[src/rtl/lcc_pkg.sv]
// ----------------------------------------------------------------------------
// lcc_pkg - shared definitions for the logic channel capture block
// Sizes, command and register codes, event codes and the decision struct
// passed from the control unit to the top level.
// ----------------------------------------------------------------------------
package lcc_pkg;

	// Sizing
	localparam int BUF_DEPTH   = 1024;
	localparam int BUS_LINES   = 8;
	localparam int SAMPLE_BITS = 12;
	localparam int SLOT_W      = $clog2(BUF_DEPTH);

	// Fixed field widths
	localparam int CMD_W      = 2;
	localparam int TIME_W     = 64;
	localparam int RSLOT_W    = 10;
	localparam int CODE_W     = 12;
	localparam int NUM_VOLT   = 8;
	localparam int VAL_W      = 8;
	localparam int EVT_W      = 2;
	localparam int CFG_IDX_W  = 3;
	localparam int CFG_DATA_W = 12;
	localparam int MEM_W      = VAL_W + TIME_W;

	localparam int IN_TDATA_W  = 176;
	localparam int OUT_TDATA_W = 160;

	// Commands
	localparam logic [CMD_W-1:0] CMD_SAMPLE = 2'd0;
	localparam logic [CMD_W-1:0] CMD_READ   = 2'd1;
	localparam logic [CMD_W-1:0] CMD_START  = 2'd2;

	// Register indexes
	localparam logic [CFG_IDX_W-1:0] REG_ENABLED   = 3'd0;
	localparam logic [CFG_IDX_W-1:0] REG_BUS_MODE  = 3'd1;
	localparam logic [CFG_IDX_W-1:0] REG_REPORT    = 3'd2;
	localparam logic [CFG_IDX_W-1:0] REG_TH_RISE   = 3'd3;
	localparam logic [CFG_IDX_W-1:0] REG_TH_FALL   = 3'd4;
	localparam logic [CFG_IDX_W-1:0] REG_LINE_MASK = 3'd5;

	localparam logic [CODE_W-1:0] TH_RISE_RST = 12'd2500;
	localparam logic [CODE_W-1:0] TH_FALL_RST = 12'd1500;

	// Edge and level event codes
	localparam logic [EVT_W-1:0] EDGE_NONE = 2'd0;
	localparam logic [EVT_W-1:0] EDGE_RISE = 2'd1;
	localparam logic [EVT_W-1:0] EDGE_FALL = 2'd2;
	localparam logic [EVT_W-1:0] LVL_NONE  = 2'd0;
	localparam logic [EVT_W-1:0] LVL_HIGH  = 2'd1;
	localparam logic [EVT_W-1:0] LVL_LOW   = 2'd2;

	typedef logic [SLOT_W-1:0] slot_t;

	// Decision for one beat
	typedef struct packed {
		logic              rec;
		slot_t             slot;
		logic [VAL_W-1:0]  val;
		logic [EVT_W-1:0]  edge_evt;
		logic [EVT_W-1:0]  level_evt;
		logic              rd;
		logic              rd_ok;
		slot_t             rd_idx;
	} lcc_res_t;

endpackage

[src/rtl/lcc_ctrl.sv]
// ----------------------------------------------------------------------------
// lcc_ctrl - channel control unit
// Holds the configuration registers and the channel state (level, last bus
// value, last reported level, write slot, fill state) and decides per beat
// what is recorded, reported and whether a read hits a written entry.
// ----------------------------------------------------------------------------
module lcc_ctrl import lcc_pkg::*; (
	input  logic                       clk,
	input  logic                       arst_n,
	input  logic                       cfg_we,
	input  logic [CFG_IDX_W-1:0]       cfg_addr,
	input  logic [CFG_DATA_W-1:0]      cfg_wdata,
	input  logic                       accept,
	input  logic [CMD_W-1:0]           command,
	input  logic [RSLOT_W-1:0]         read_slot,
	input  logic [NUM_VOLT-1:0][CODE_W-1:0] volt,
	output lcc_res_t                   res
);

	localparam int RX_W = SLOT_W + RSLOT_W;

	// configuration
	logic                  enabled_q;
	logic                  bus_mode_q;
	logic                  report_q;
	logic [CODE_W-1:0]     th_rise_q;
	logic [CODE_W-1:0]     th_fall_q;
	logic [NUM_VOLT-1:0]   line_mask_q;

	// channel state
	logic                  line_high_q, line_high_d;
	logic [VAL_W-1:0]      last_bus_q, last_bus_d;
	logic [EVT_W-1:0]      last_lvl_q, last_lvl_d;
	slot_t                 wslot_q, wslot_d;
	logic                  full_q, full_d;

	logic [SAMPLE_BITS-1:0] rise, fall, code0;
	logic [VAL_W-1:0]       bus_val;
	slot_t                  next_slot;
	logic [RX_W-1:0]        rslot_ext;
	logic                   in_range;

	// configuration writes
	always_ff @(posedge clk or negedge arst_n) begin
		if (!arst_n) begin
			enabled_q   <= 1'b0;
			bus_mode_q  <= 1'b0;
			report_q    <= 1'b0;
			th_rise_q   <= TH_RISE_RST;
			th_fall_q   <= TH_FALL_RST;
			line_mask_q <= '0;
		end else if (cfg_we) begin
			case (cfg_addr)
				REG_ENABLED:   enabled_q   <= cfg_wdata[0];
				REG_BUS_MODE:  bus_mode_q  <= cfg_wdata[0];
				REG_REPORT:    report_q    <= cfg_wdata[0];
				REG_TH_RISE:   th_rise_q   <= cfg_wdata;
				REG_TH_FALL:   th_fall_q   <= cfg_wdata;
				REG_LINE_MASK: line_mask_q <= cfg_wdata[NUM_VOLT-1:0];
				default: ;
			endcase
		end
	end

	// threshold compares
	always_comb begin
		rise    = th_rise_q[SAMPLE_BITS-1:0];
		fall    = th_fall_q[SAMPLE_BITS-1:0];
		code0   = volt[0][SAMPLE_BITS-1:0];
		bus_val = '0;
		for (int n = 0; n < BUS_LINES; n++) begin
			bus_val[n] = line_mask_q[n] && (volt[n][SAMPLE_BITS-1:0] > rise);
		end
	end

	// ring advance and read hit: slots 1..wslot are written, all once wrapped
	assign next_slot = (wslot_q == SLOT_W'(BUF_DEPTH - 1)) ? '0 : wslot_q + 1'b1;
	assign rslot_ext = RX_W'(read_slot);
	assign in_range  = rslot_ext < RX_W'(BUF_DEPTH);

	// per-beat decision
	always_comb begin
		res         = '0;
		res.rd_idx  = rslot_ext[SLOT_W-1:0];
		line_high_d = line_high_q;
		last_bus_d  = last_bus_q;
		last_lvl_d  = last_lvl_q;
		wslot_d     = wslot_q;
		full_d      = full_q;
		case (command)
			CMD_READ: begin
				res.rd    = 1'b1;
				res.rd_ok = in_range && (full_q ||
					(res.rd_idx != '0 && res.rd_idx <= wslot_q));
			end
			CMD_START: begin
				res.rec       = 1'b1;
				res.slot      = SLOT_W'(1);
				res.level_evt = LVL_LOW;
				wslot_d       = SLOT_W'(1);
				line_high_d   = 1'b0;
				last_bus_d    = '0;
				full_d        = 1'b0;
			end
			CMD_SAMPLE: begin
				if (enabled_q) begin
					if (bus_mode_q) begin
						if (bus_val != last_bus_q) begin
							res.rec    = 1'b1;
							res.val    = bus_val;
							last_bus_d = bus_val;
						end
					end else if (code0 > rise) begin
						if (!line_high_q) begin
							res.rec     = 1'b1;
							res.val     = VAL_W'(1);
							line_high_d = 1'b1;
							if (report_q) res.edge_evt = EDGE_RISE;
						end
						if (report_q && last_lvl_q != LVL_HIGH) begin
							res.level_evt = LVL_HIGH;
							last_lvl_d    = LVL_HIGH;
						end
					end else if (code0 < fall) begin
						if (line_high_q) begin
							res.rec     = 1'b1;
							line_high_d = 1'b0;
							if (report_q) res.edge_evt = EDGE_FALL;
						end
						if (report_q && last_lvl_q != LVL_LOW) begin
							res.level_evt = LVL_LOW;
							last_lvl_d    = LVL_LOW;
						end
					end
					if (res.rec) begin
						res.slot = next_slot;
						wslot_d  = next_slot;
						full_d   = full_q | (next_slot == '0);
					end
				end
			end
			default: ;
		endcase
	end

	// state update on accepted beats
	always_ff @(posedge clk or negedge arst_n) begin
		if (!arst_n) begin
			line_high_q <= 1'b0;
			last_bus_q  <= '0;
			last_lvl_q  <= LVL_NONE;
			wslot_q     <= '0;
			full_q      <= 1'b0;
		end else if (accept) begin
			line_high_q <= line_high_d;
			last_bus_q  <= last_bus_d;
			last_lvl_q  <= last_lvl_d;
			wslot_q     <= wslot_d;
			full_q      <= full_d;
		end
	end

	// start leaves the ring at slot 1, not yet wrapped
	a_start_slot: assert property (@(posedge clk) disable iff (!arst_n)
		accept && command == CMD_START |=> wslot_q == SLOT_W'(1) && !full_q)
		else $error("start did not reset the ring");

	// the ring only counts as full after writing slot 0
	a_full_wrap: assert property (@(posedge clk) disable iff (!arst_n)
		$rose(full_q) |-> wslot_q == '0)
		else $error("ring marked full without wrapping");

	// an edge report always comes with a recording
	a_edge_rec: assert property (@(posedge clk) disable iff (!arst_n)
		res.edge_evt != EDGE_NONE |-> res.rec)
		else $error("edge reported without a recording");

endmodule

[config.mk]
export PLATFORM = sky130hd
export DESIGN_NAME = lcc_ctrl
export DESIGN_NICKNAME = d
export VERILOG_FILES = /design/src/rtl/lcc_pkg.sv /design/src/rtl/lcc_ctrl.sv
export SDC_FILE = /design/constraint.sdc
export NUM_CORES = 1
export LEC_CHECK = 0
export BUFFER_PORTS_ARGS = -buffer_cell sky130_fd_sc_hd__buf_4
export CELL_PAD_IN_SITES_DETAIL_PLACEMENT = 1
export CELL_PAD_IN_SITES_GLOBAL_PLACEMENT = 2
export CORE_ASPECT_RATIO = 2
export CORE_MARGIN = 2
export CORE_UTILIZATION = 30
export CTS_BUF_LIST = sky130_fd_sc_hd__clkbuf_8 sky130_fd_sc_hd__clkbuf_16
export DETAILED_ROUTE_END_ITERATION = 10
export HOLD_SLACK_MARGIN = 0.08
export PLACE_DENSITY_LB_ADDON = 0.2
export SYNTH_ARGS = -nofsm -noshare
export SYNTH_HDL_FRONTEND = slang
export SYNTH_SLANG_ARGS = --single-unit
[constraint.sdc]
create_clock -name clk -period 3.7 [get_ports clk]
set_input_delay 0.37 -clock clk [delete_from_list [all_inputs] [get_ports clk]]
set_output_delay 0.37 -clock clk [all_outputs]
set_load 0.02 [all_outputs]
* Yosys cells after proc, flatten, opt, wreduce, memory -nomap -nowiden
Index checks and enable logic that the tools add are counted.
** Word-level totals
- Register bits after elaboration :: 57
- Output and inout port bits :: 35
- Bits of input ports :: 127
- Word-level logic and storage cells :: 119
** Operators by class
- Bitwise logic cells :: 2
- Order comparisons :: 11
- Reductions and logical operators :: 30
- Equal/unequal tests :: 18
- Multiplexer cells :: 46
- $add $sub $neg :: 1
** Operator list (number)
- 12-bit greater-than comparator :: 8
- 10-bit two-way mux :: 5
- 8-bit two-way mux :: 6
- 23-bit two-way mux :: 1
- 11-bit one-hot mux with 2 select lines :: 1
- 10-bit one-hot mux with 2 select lines :: 1
- 1-bit two-way mux :: 16
- 2-bit two-way mux :: 8
- 8-bit one-hot mux with 2 select lines :: 1
- 1-bit logical AND :: 12
- 12-bit less-than comparator :: 1
- 4-bit two-way mux :: 3
- 2-bit AND reduction :: 6
- 10-bit by 11-bit less-than comparator with 1-bit output (second input constant) :: 1
- 10-bit by 1-bit adder with 10-bit output (second input constant) :: 1
- 10-bit equality test (second input constant) :: 1
- 10-bit less-or-equal comparator :: 1
- 10-bit zero test :: 1
- 2-bit inequality test (second input constant) :: 5
- 5-bit AND reduction :: 2
- 10-bit nonzero test :: 1
- 8-bit inequality test :: 1
- 7-bit AND reduction :: 1
- 3-bit by 2-bit equality test with 1-bit output (second input constant) :: 2
- 16 further kinds :: 22

* Longest topological paths before layout
- Word-level depth :: 10
- Gate-level depth with buffers :: 13
- Gate-level depth less buffers :: 11

* Worst setup path before layout
Ideal clock, no wire load.
- Path type :: flip-flop to output port
- Start :: reg th_rise_q[7], in the netlist rise[7]
- End :: out res[23] (netlist name)
- Slack :: -29 ps
- Cell stages (with the launch flop) :: 12
- Path buffers :: 0
- Data arrival time :: 3359 ps
- Data required time :: 3330 ps
- Cells stage by stage :: dfstp_2 -> inv_1 -> ha_1 -> nand4_1 -> or2_0 -> a2111oi_1 -> a221o_1 -> nor4_1 -> nand4_2 -> or2_2 -> nand2_1 -> a2111oi_0
** RTL lines
- start, declared :: line lcc_ctrl.sv:26 : logic [CODE_W-1:0] th_rise_q;
- start signal, assigned :: line lcc_ctrl.sv:57 : REG_TH_RISE: th_rise_q <= cfg_wdata;
- end, declared :: line lcc_ctrl.sv:17 : output lcc_res_t res

==> summary.txt <==
Setup path
  – CP startpoint kind: flop
  – CP endpoint kind: primary output
  – CP Class: reg -> out
  – Reg2reg setup slack: -10 ps
  – Crit-path leading delay family: buffers and inverters
  – CP arrival: 3550 ps
  – Slowest stage cell, crit path: dfstp_2
  – Reg2Reg Depth: 13
  – Worst r2r src: rise[8]
  – CP required: 3330 ps
  – CP Buf/Inv Count: 5
  – Worst path cell trace: clkinvlp_4, buf_12, ha_4, nand4_1, a211o_1, and4b_2, a2111oi_4, nand4_1, buf_4, nor3_4, buf_6, o31ai_1, buf_4
  – Reg-to-Reg End: wslot_q[9]
  – Crit-path max FO: 8
  – First element of the critical path: rise[8]
  – Crit-path max cell delay: 550 ps

Timing
  – Hold Vio Cnt, Final: 0
  – Tmin final: 3916 ps
  – Final setup violation count: 21
  – Actual slew at the worst max-slew pin: 800.5 ps
  – RSZ-0062 raised after global routing: yes
  – Fmax: 0.2554 GHz
  – Slew margin rel.: 46.35%
  – Max-slew violations: 0
  – Final Skew: 9.551 ps
  – Setup slack after layout: -215.9 ps
  – Final Cycle Share: 105.8%

Synth
  – Syn Inst Count: 692
  – Post-synth top area share: 24.55%
  – Synth warn: 0
  – Most common cell in the netlist: ha_1
  – Synth Area per Inst: 8.692 sq um
  – Top post-synthesis cells by count: ha_1, nand2_1, inv_1, dfrtp_1, a21oi_1
  – EDFF count, synth: 0
  – Top post-synthesis cells by area: ha_1, dfrtp_1, dfstp_2
  – Syn nets: 937
  – Synth Flop Type: dfrtp_1
  – Post-synth top area cell: ha_1
  – Post-synthesis cell type count: 70
  – Yosys reg bits: 57
  – Register area share after synthesis: 23.97%
  – Async SR Flop Fraction: 100.0%
  – Synth Cell Area: 6015 sq um

Routing
  – DR WL/cell: 21.60 microns
  – Drt pass-1 iters: 4
  – First DRT Iteration DRCs: 158
  – Residual DRC count: 0
  – Detailed Route WL: 25.30 mm
  – Routed vias/inst: 5.406
  – Via count: 6330
  – DRT antenna net count: 0

Run status
  – Outcome: complete, but fails checks
  – Violated checks: setup timing

Power and ir drop
  – Overall Power: 3.809 mW
  – Pwr Density: 420.9 nW/um^2
  – Peak supply drop: 211.8 uV
  – Leak: 3.981 nW

Global routing
  – Grt ovf: 0
  – First-pass GRT wire length: 38.05 mm
  – Antenna violations before repair: 0
  – Largest net degree at the start of global routing: 58
  – GR Util All Layers: 23.34%
  – Vias in the first global route: 7026

Final layout
  – Layout Utilization: 45.67%
  – Area added between synthesis and finish: 50.49%
  – Share of cells above drive strength 1: 41.25%
  – N_diodes: 0
  – Number of fill cells: 2340
  – Nets: 1149

Clock tree
  – H-Tree Depth: 3
  – Clock slew at the register clock pins of the worst setup and hold paths: 60 ps
  – TritonCTS Sinks: 57
  – CTS tree: built
  – CTS buffer count: 9
  – Later-pin clock latency in the skew report: 340 ps
  – Post-CTS Hold Buffers: 0
  – Clock Tree Buf Depth: 2
  – Root buffer cell: clkbuf_16

Die
  – Core area: 19820 sq um
  – Die area: 21270 sq um
  – Row count: 73
  – Die Ht: 204.2 microns
  – IO Pins: 162
  – Initial Utilization: 30.35%
  – Horiz. Die Dim: 104.1 microns

Min path
  – Worst hold path type: in -> async

Placement
  – Routability cong.: 0.8498
  – DPL Wire Length: 20.38 mm
  – IO Port Bufs: 161

Job
  – Max cap viols: 0
[worst max path at each step]
stage / end / slack [ps] / depth (start not counted)
floorplan: res[23] / 230 / 11
global placement: res[23] / -160 / 12
finish: res[34] / -220 / 13
CTS: res[24] / -160 / 15
global route: res[34] / -370 / 13
detailed placement: res[17] / -170 / 12
[report_power, final]
part / total, mW / leakage (nW) / internal, mW / switching (mW)
clock network: 0.823 / 0.148 / 0.514 / 0.309
logic: 2.08 / 3.14 / 0.991 / 1.09
registers: 0.909 / 0.698 / 0.763 / 0.146
[cell type report]
| cell class | count | area, sq um | share of cell area, % |
|---|---|---|---|
| multi-input combinational | 555 | 4873 | 53.84 |
| timing repair buffer | 228 | 1891 | 20.89 |
| sequential | 57 | 1441 | 15.92 |
| tap | 262 | 327.8 | 3.622 |
| inverter | 53 | 229.0 | 2.530 |
| clock buffer | 9 | 225.2 | 2.488 |
| clock inverter | 7 | 63.81 | 0.7050 |
[state kept, by name, summed over array words and instances (netlist names), 2 cells and up]
signal       flops
wslot_q         10
rise            12
last_bus_q       8
last_lvl_q       2
line_mask_q      8
fall            12
[metrics by stage]
step	area [sq um]	hold slack [ps]	cells	setup WS, ps	TNS (ps)
floorplan	6016	74.41	692	229.9	0
global placement	7631	481.4	1115	-156.1	-758.6
detailed placement	7631	496.7	1115	-170.3	-1112
CTS	8449	132.9	1153	-159.9	-2476
global route	9051	148.7	1171	-365.5	-6919
finish	9051	94.30	1171	-215.9	-3076
[layout by cell type, fill, tap and decap left out, types with 6 or more instances in the layout]
cell type,n
a21o_1,7
a21oi_1,40
buf_12,9
buf_4,205
buf_6,13
clkbuf_16,10
clkinvlp_4,9
dfrtp_1,45
dfstp_2,12
ha_1,98
ha_4,20
inv_1,46
mux2_2,24
nand2_1,55
nand2b_1,11
nand3_1,24
nand4_1,31
nor2_1,32
nor2b_1,9
nor3_1,12
nor3b_1,6
nor4_1,8
o211ai_1,8
o21ai_0,37
xnor2_1,9
[cells by family after synthesis]
| logic type | after synthesis | synth area share (%) |
|---|---|---|
| simple gates | 238 | 21.07 |
| buf+inv | 80 | 5.866 |
| xor+xnor | 9 | 1.311 |
| mux | 29 | 5.409 |
| compound gates | 161 | 17.83 |
| flops | 57 | 23.97 |
| fa+ha+maj | 118 | 24.55 |
[repair_timing]
action	4_1_cts	5_1_grt
gates resized for setup	53	70
setup endpoints to repair	19	38
cloned	0	1
setup buffers	22	19
pin swaps	27	40
[layer usage]
layer  routed length [microns]  GRT usage, %  share of wire [%]
met4                      1274         11.87                5.0
met1                      8219         21.01                 32
met2                     14890         48.57                 59
met3                       908         3.571                3.6
met5                         0             0                  0
Power figures use the tool's default switching activity.
